===== src/rtl/i2cm_pkg.sv =====
// shared types, command codes and sequence lengths for the i2c master bit engine
// no dependencies; used by i2cm_step, i2c_master_bit_engine, i2cm_bus_checker and the testbench
`default_nettype none

package i2cm_pkg;

   localparam int unsigned CmdWidth   = 3;
   localparam int unsigned StepWidth  = 5;
   localparam int unsigned ByteWidth  = 8;
   localparam int unsigned ReqDataW   = 16;
   localparam int unsigned ReqUserW   = 4;
   localparam int unsigned RspDataW   = 16;
   localparam int unsigned BitsPerByte = 8;

   typedef enum logic [CmdWidth-1:0] {
      CMD_START = 3'd0,
      CMD_STOP  = 3'd1,
      CMD_WRITE = 3'd2,
      CMD_READ  = 3'd3,
      CMD_SACK  = 3'd4,
      CMD_RACK  = 3'd5
   } cmd_type;

   localparam logic [ByteWidth-1:0] MsbMask = 8'h80;

   // one input tick, decoded from the stream beat
   typedef struct packed {
      logic                 cmd_valid;
      logic [CmdWidth-1:0]  mode;
      logic [ByteWidth-1:0] tx_byte;
      logic                 ack_value;
      logic                 sda_in;
   } i2cm_req_type;

   // sequencer state carried from tick to tick
   typedef struct packed {
      cmd_type               active_command;
      logic [StepWidth-1:0]  step_count;
      logic [ByteWidth-1:0]  shift_reg;
      logic                  running;
      logic                  scl_level;
      logic                  sda_level;
      logic                  ack_seen;
      logic [ByteWidth-1:0]  rx_latch;
   } i2cm_state_type;

   // one result tick
   typedef struct packed {
      logic                 scl;
      logic                 sda_release;
      logic                 busy_res;
      logic                 done_res;
      logic [ByteWidth-1:0] rx_byte;
      logic                 rx_ack;
   } i2cm_rsp_type;

   localparam i2cm_state_type StateReset = '{
      active_command: CMD_START,
      step_count:     '0,
      shift_reg:      '0,
      running:        1'b0,
      scl_level:      1'b1,
      sda_level:      1'b1,
      ack_seen:       1'b0,
      rx_latch:       '0
   };

   // number of pin steps in each sequence
   function automatic logic [StepWidth-1:0] seq_len(input cmd_type cmd);
      logic [StepWidth-1:0] len;
      case (cmd)
         CMD_START: len = 5'd4;
         CMD_STOP:  len = 5'd3;
         CMD_WRITE: len = 5'd24;
         CMD_READ:  len = 5'd17;
         CMD_SACK:  len = 5'd3;
         CMD_RACK:  len = 5'd3;
         default:   len = 5'd3;
      endcase
      return len;
   endfunction

   // bit index of a write step: step / 3, by threshold compares
   function automatic logic [2:0] write_bit(input logic [StepWidth-1:0] s);
      logic [2:0] idx;
      idx = 3'd0;
      for (int i = 1; i < BitsPerByte; i++) begin
         if (s >= StepWidth'(3 * i)) begin
            idx = 3'(i);
         end
      end
      return idx;
   endfunction

endpackage

`default_nettype wire


===== src/rtl/i2c_master_bit_engine.sv =====
// top level of the i2c master bit engine: input register, step logic, result register
// depends on i2cm_pkg and i2cm_step
//
//   channel | direction | payload
//   req     | in        | tuser: cmd_valid, mode; tdata: tx_byte, ack_value, sda_in
//   rsp     | out       | tdata: scl, sda_release, busy_res, done_res, rx_byte, rx_ack
//
// one beat in gives one beat out; a beat can be taken every cycle while the result side is not stalled
// a beat passes the input register, then the step logic into the result register
// the sequencer state moves only when a beat goes from the input to the result register
// a stalled result holds the result register and then the input register; nothing is dropped
// synchronous active-high reset: pins released high, sequencer idle, both registers empty
`default_nettype none

module i2c_master_bit_engine (
   input  wire logic                          clock,
   input  wire logic                          reset,
   input  wire logic                          req_tvalid,
   output      logic                          req_tready,
   input  wire logic [i2cm_pkg::ReqDataW-1:0] req_tdata,  // tx_byte[7:0], ack_value, sda_in, zeros
   input  wire logic [i2cm_pkg::ReqUserW-1:0] req_tuser,  // cmd_valid, mode[2:0]
   output      logic                          rsp_tvalid,
   input  wire logic                          rsp_tready,
   output      logic [i2cm_pkg::RspDataW-1:0] rsp_tdata   // scl, sda_release, busy_res,
                                                          // done_res, rx_byte[7:0], rx_ack, zeros
);

   // input register
   logic                   in_valid_ff;
   logic                   in_valid_in;
   i2cm_pkg::i2cm_req_type in_req_ff;
   i2cm_pkg::i2cm_req_type in_req_in;

   // sequencer state
   i2cm_pkg::i2cm_state_type state_ff;
   i2cm_pkg::i2cm_state_type state_in;
   i2cm_pkg::i2cm_state_type state_step;

   // result register
   logic                   out_valid_ff;
   logic                   out_valid_in;
   i2cm_pkg::i2cm_rsp_type out_rsp_ff;
   i2cm_pkg::i2cm_rsp_type out_rsp_in;
   i2cm_pkg::i2cm_rsp_type rsp_step;

   logic advance;

   // a beat moves on when the result register is empty or being drained
   assign advance    = in_valid_ff && (!out_valid_ff || rsp_tready);
   assign req_tready = !in_valid_ff || advance;

   i2cm_step u_step (
      .state_cur (state_ff),
      .req       (in_req_ff),
      .state_nxt (state_step),
      .rsp       (rsp_step)
   );

   always_comb begin
      in_valid_in = in_valid_ff;
      in_req_in   = in_req_ff;
      if (req_tready) begin
         in_valid_in         = req_tvalid;
         in_req_in.cmd_valid = req_tuser[0];
         in_req_in.mode      = req_tuser[3:1];
         in_req_in.tx_byte   = req_tdata[7:0];
         in_req_in.ack_value = req_tdata[8];
         in_req_in.sda_in    = req_tdata[9];
      end

      state_in     = advance ? state_step : state_ff;
      out_rsp_in   = advance ? rsp_step : out_rsp_ff;
      out_valid_in = advance ? 1'b1 : (out_valid_ff && !rsp_tready);
   end

   always_ff @(posedge clock) begin
      if (reset) begin
         in_valid_ff  <= 1'b0;
         out_valid_ff <= 1'b0;
         state_ff     <= i2cm_pkg::StateReset;
      end else begin
         in_valid_ff  <= in_valid_in;
         out_valid_ff <= out_valid_in;
         state_ff     <= state_in;
      end
      // payload, no reset needed
      in_req_ff  <= in_req_in;
      out_rsp_ff <= out_rsp_in;
   end

   assign rsp_tvalid = out_valid_ff;
   assign rsp_tdata  = {3'b000,
                        out_rsp_ff.rx_ack,
                        out_rsp_ff.rx_byte,
                        out_rsp_ff.done_res,
                        out_rsp_ff.busy_res,
                        out_rsp_ff.sda_release,
                        out_rsp_ff.scl};

`ifndef SYNTHESIS
   // a running sequence never sits past its last step
   assert property (@(posedge clock) disable iff (reset)
      state_ff.running |-> (state_ff.step_count < i2cm_pkg::seq_len(state_ff.active_command)))
      else $error("step count beyond sequence length");

   // a finishing beat is never also busy
   assert property (@(posedge clock) disable iff (reset)
      out_valid_ff |-> !(out_rsp_ff.done_res && out_rsp_ff.busy_res))
      else $error("done and busy together");

   // a held input beat is not lost while the result side stalls
   assert property (@(posedge clock) disable iff (reset)
      (in_valid_ff && !advance) |=> (in_valid_ff && $stable(in_req_ff)))
      else $error("held input beat lost");

   // state only changes when a beat moves into the result register
   assert property (@(posedge clock) disable iff (reset)
      !advance |=> $stable(state_ff))
      else $error("state moved without a beat");

   // an idle tick without a command leaves the pins alone
   assert property (@(posedge clock) disable iff (reset)
      (advance && !state_ff.running && !in_req_ff.cmd_valid)
         |=> ($stable(state_ff.scl_level) && $stable(state_ff.sda_level)))
      else $error("pins moved on idle tick");
`endif

endmodule

`default_nettype wire


===== src/rtl/i2cm_step.sv =====
// one pin step of the i2c master sequencer: accept a command, advance the sequence
// depends on i2cm_pkg
`default_nettype none

module i2cm_step (
   input  var i2cm_pkg::i2cm_state_type state_cur,
   input  var i2cm_pkg::i2cm_req_type   req,
   output i2cm_pkg::i2cm_state_type     state_nxt,
   output i2cm_pkg::i2cm_rsp_type       rsp
);

   i2cm_pkg::i2cm_state_type st;
   i2cm_pkg::i2cm_state_type sn;
   logic [i2cm_pkg::StepWidth-1:0] s;
   logic [i2cm_pkg::StepWidth-1:0] step_inc;
   logic [2:0] bit_idx;
   logic [i2cm_pkg::StepWidth-1:0] phase;
   logic done;

   always_comb begin
      st = state_cur;
      // idle block takes a known command
      if (!st.running && req.cmd_valid && (req.mode <= i2cm_pkg::CMD_RACK)) begin
         st.active_command = i2cm_pkg::cmd_type'(req.mode);
         st.step_count     = '0;
         st.running        = 1'b1;
         if (req.mode == i2cm_pkg::CMD_WRITE) begin
            st.shift_reg = req.tx_byte;
         end else if (req.mode == i2cm_pkg::CMD_SACK) begin
            st.shift_reg = {{(i2cm_pkg::ByteWidth-1){1'b0}}, req.ack_value};
         end
      end

      s        = st.step_count;
      bit_idx  = i2cm_pkg::write_bit(s);
      phase    = s - i2cm_pkg::StepWidth'(3 * bit_idx);
      sn       = st;
      done     = 1'b0;
      step_inc = s + 5'd1;

      if (st.running) begin
         case (st.active_command)
            i2cm_pkg::CMD_START: begin
               if (s == 5'd0)      sn.sda_level = 1'b1;
               else if (s == 5'd1) sn.scl_level = 1'b1;
               else if (s == 5'd2) sn.sda_level = 1'b0;
               else                sn.scl_level = 1'b0;
            end
            i2cm_pkg::CMD_STOP: begin
               if (s == 5'd0)      sn.sda_level = 1'b0;
               else if (s == 5'd1) sn.scl_level = 1'b1;
               else                sn.sda_level = 1'b1;
            end
            i2cm_pkg::CMD_WRITE: begin
               if (phase == 5'd0) begin
                  sn.sda_level = |(st.shift_reg & (i2cm_pkg::MsbMask >> bit_idx));
               end else if (phase == 5'd1) begin
                  sn.scl_level = 1'b1;
               end else begin
                  sn.scl_level = 1'b0;
               end
            end
            i2cm_pkg::CMD_READ: begin
               if (s == 5'd0) begin
                  sn.sda_level = 1'b1;
                  sn.shift_reg = '0;
               end else if (s[0]) begin
                  sn.scl_level = 1'b1;
               end else begin
                  sn.shift_reg = {st.shift_reg[i2cm_pkg::ByteWidth-2:0], req.sda_in};
                  sn.scl_level = 1'b0;
               end
            end
            i2cm_pkg::CMD_SACK: begin
               if (s == 5'd0)      sn.sda_level = st.shift_reg[0];
               else if (s == 5'd1) sn.scl_level = 1'b1;
               else                sn.scl_level = 1'b0;
            end
            default: begin
               // read ack
               if (s == 5'd0)      sn.sda_level = 1'b1;
               else if (s == 5'd1) sn.scl_level = 1'b1;
               else begin
                  sn.ack_seen  = req.sda_in;
                  sn.scl_level = 1'b0;
               end
            end
         endcase
         sn.step_count = step_inc;
         if (step_inc >= i2cm_pkg::seq_len(st.active_command)) begin
            sn.running = 1'b0;
            done       = 1'b1;
            if (st.active_command == i2cm_pkg::CMD_READ) begin
               sn.rx_latch = sn.shift_reg;
            end
         end
      end
   end

   assign state_nxt       = sn;
   assign rsp.scl         = sn.scl_level;
   assign rsp.sda_release = sn.sda_level;
   assign rsp.busy_res    = sn.running;
   assign rsp.done_res    = done;
   assign rsp.rx_byte     = sn.rx_latch;
   assign rsp.rx_ack      = sn.ack_seen;

endmodule

`default_nettype wire


===== config.mk =====
export PLATFORM = sky130hd
export DESIGN_NAME = i2c_master_bit_engine
export DESIGN_NICKNAME = d
export VERILOG_FILES = /design/src/rtl/i2cm_pkg.sv /design/src/rtl/i2c_master_bit_engine.sv /design/src/rtl/i2cm_step.sv
export SDC_FILE = /design/constraint.sdc
export NUM_CORES = 1
export LEC_CHECK = 0
export ABC_AREA = 1
export BUFFER_PORTS_ARGS = -buffer_cell sky130_fd_sc_hd__buf_2
export CORE_MARGIN = 8
export CORE_UTILIZATION = 40
export CTS_CLUSTER_DIAMETER = 80
export DETAILED_ROUTE_END_ITERATION = 12
export SLEW_MARGIN = 25
export SYNTH_ARGS = -nofsm -noshare
export SYNTH_HDL_FRONTEND = slang
export SYNTH_SLANG_ARGS = --single-unit

===== constraint.sdc =====
create_clock -name clock -period 4.4 [get_ports clock]
set_input_delay 0.66 -clock clock [delete_from_list [all_inputs] [get_ports clock]]
set_output_delay 0.66 -clock clock [all_outputs]
set_load 0.01 [all_outputs]

==> results.cfg <==
[floorplan]
boundaryPins = 42
dieArea_um2 = 11600
die_x_um = 107
die_height_um = 107
start_util = 0.410
core.rowCount = 33
design.core.area_um2 = 8180

[placement]
dp_hpwl_um = 5610
place_area_um2 = 3570
dp.cells = 538
port_buffers = 32
gp_congestion = 0.841

[layout]
layout_commonest_cell = inv_1
multi_input_area_um2 = 1570
instances_no_fill = 553
nNetsFinal = 481
fin_util = 0.456
final_cell_area_um2 = 3730
seqCellArea_um2 = 1410
area_delta_synth_final_pct = 11.4
num_antenna_cells = 0
fillers = 841
mostFrequentLayoutCells = inv_1 (68), nand2_1 (67), a21oi_1 (43)
drive_gt1_frac = 0.199

[power]
total_power_mw = 1.32
p_per_area_nw_per_um2 = 354
worst_ir_drop_vdd_v = 0.000293
power_leakage_nw = 1.68

[clock_tree]
clkTransAtPathRegs_ns = 0.06
cts-buffers-inserted = 9
cts_max_level = 3
postCtsResizedCells = 0
post_cts_buffers = 0
cts.sink_count = 57
cts_tree = yes
clk_latency_ns = 0.34
cts-hold-fix-buffers = 0
clock_path_buffers = 2
cts-root-buf = clkbuf_8

[synth]
ys_warn_count = 0
ys_types = 44
synth-seq-cells = 57
synth.top_cell.area_share = 0.242
synth-compound-area-share = 0.217
ys_top_cells_by_area = edfxtp_1 (24%), dfxtp_1 (18%), inv_1 (7.7%)
yosysSeqAreaShare = 0.422
synth_edf_count = 27
syn_area_um2 = 3350
synth.largest_area_cell = edfxtp_1
async_reset_ff_frac = 0
synthXorXnorAreaFrac = 0.00523
synth_fa_ha_area_frac = 0.0508
synthMuxAreaShare = 0.00299
ys.flop_type = dfxtp_1
yosys.area_share.simple = 0.189
netlist_instances = 411
synth_top_family_by_area = compound AO/OA/AOI/OAI gates
syn_avg_cell_area_um2 = 8.15

[timing]
setup_viol = 0
rsz0062_at_grt = no
fin_tns_setup_ns = 0
hold_violations = 0
fmax_ghz = 0.261
slew_violations = 0
slew_headroom = 0.369
finClkSkew_ns = 0.0104
fin_crit_sh = 0.872
period_minus_slack_ns = 3.84
worst-slew-pin-transition_ns = 0.941

[worst_setup_path]
worstPathArrival_ns = 4.07
cp-end-kind = register
startpoint_type = register
cp_slowest_cell = fa_1
crit_top_cell = nand2_2
crit_chain = nand2_2, nand3_4, nand2_2, nor3_2, ha_1, nor3_1, nand2_1, nand2_2, nand2_2, ha_1, inv_1, fa_1, nand2_1, nor3_2, nand3_1, a41oi_1, nand2_1, o211ai_1
crit_type = register to register
cp_data_required_time_ns = 4.63
crit_buf_inv = 1
cp_top_family = simple AND/OR/NAND/NOR gates
slowest_delay_ns = 0.53
cp_max_fo = 17

[grt]
grt_pass1_wl_um = 12800
antenna_found_initial = 0
grt_max_degree = 29
grt_pass1_vias = 2775
gr-total-overflow = 0
grtUsageTotal = 0.139

[drt]
drcViolationCount = 0
vias = 2793
firstDrtPassIters = 5
viasPerCell = 5.05
wl_per_cell_um = 13.4
drtAntennaViolNets = 0
wl_um = 7430
drt_iter0_drc = 153

[run_status]
status = completed

[flow_run]
maxCapViolCount = 0

[hold_path]
hold_class = register to register
==> cell type report <==
cell class                 instances  area share
multi-input combinational        266       0.421
sequential                        57       0.378
inverter                          77      0.0775
timing repair buffer              33      0.0449
clock buffer                      12      0.0389
tap                              105      0.0352
clock inverter                     3     0.00469
==> cell usage after synthesis (all sizes together), types with 5 or more instances <==
cell,instances
a21oi,46
ha,12
o22ai,5
nand3,13
clkbuf,5
nand2,75
o21ai,39
a22oi,5
buf,8
o211ai,10
nor3,5
nor2,34
dfxtp,30
edfxtp,27
inv,77
==> flip-flops by register name, summed over array words and instances, names as in the netlist <==
register	count
state_ff	28
rsp_tdata	13
in_valid_ff	1
rsp_tvalid	1
in_req_ff	14
==> worst min-delay path: stages (launching register included) <==
cell,delay (ns)
dfxtp_1,0.32
inv_1,0.05
a21oi_1,0.05
==> path summary, 6_finish.rpt <==
check                                                  to  slack (ns)                      from  cells past startpoint
worst min register to register      rsp_tvalid$_SDFF_PP0_        0.47  in_valid_ff$_SDFFE_PP0P_                      2
worst max register to register  state_ff[10]$_SDFFE_PP1P_        0.56   in_req_ff[11]$_DFFE_PP_                     18
worst max-delay path            state_ff[10]$_SDFFE_PP1P_        0.56   in_req_ff[11]$_DFFE_PP_                     18
worst min-delay path                rsp_tvalid$_SDFF_PP0_        0.47  in_valid_ff$_SDFFE_PP0P_                      2
==> per-stage QoR <==
| step | hold WS [ns] | worst slack (ns) |
|---|---|---|
| after floorplan | 0.444 | 1.12 |
| after global placement | 0.453 | 0.635 |
| after detailed placement | 0.459 | 0.590 |
| after CTS | 0.469 | 0.563 |
| after global routing | 0.465 | 0.180 |
| final | 0.467 | 0.563 |
==> power breakdown <==
group          switching, mW  internal [mW]
clock network          0.201          0.215
logic                  0.197          0.100
registers             0.0176          0.590
total                  0.416          0.905
==> logic make-up (layout without fill, tap and decap cells) <==
kind of cell             after synthesis  count (layout)
AO/OA/AOI/OAI                        116             116
flip-flops                            57              57
XOR/XNOR                               2               2
multiplexers                           1               1
other                                  1               3
AND/OR/NAND/NOR                      131             131
buffers and inverters                 90             125
adder cells (fa/ha/maj)               13              13
==> metal layers <==
metal / vias to the layer above / GRT usage / routed length (um)
met3: 12 / 0.0437 / 410
met1: 1273 / 0.172 / 3510
met5: - / 0 / 0
met4: 0 / 0.0545 / 110
met2: 69 / 0.219 / 3400
li1: 1439 / - / -
No activity file was read; power rests on OpenSTA's default activity.
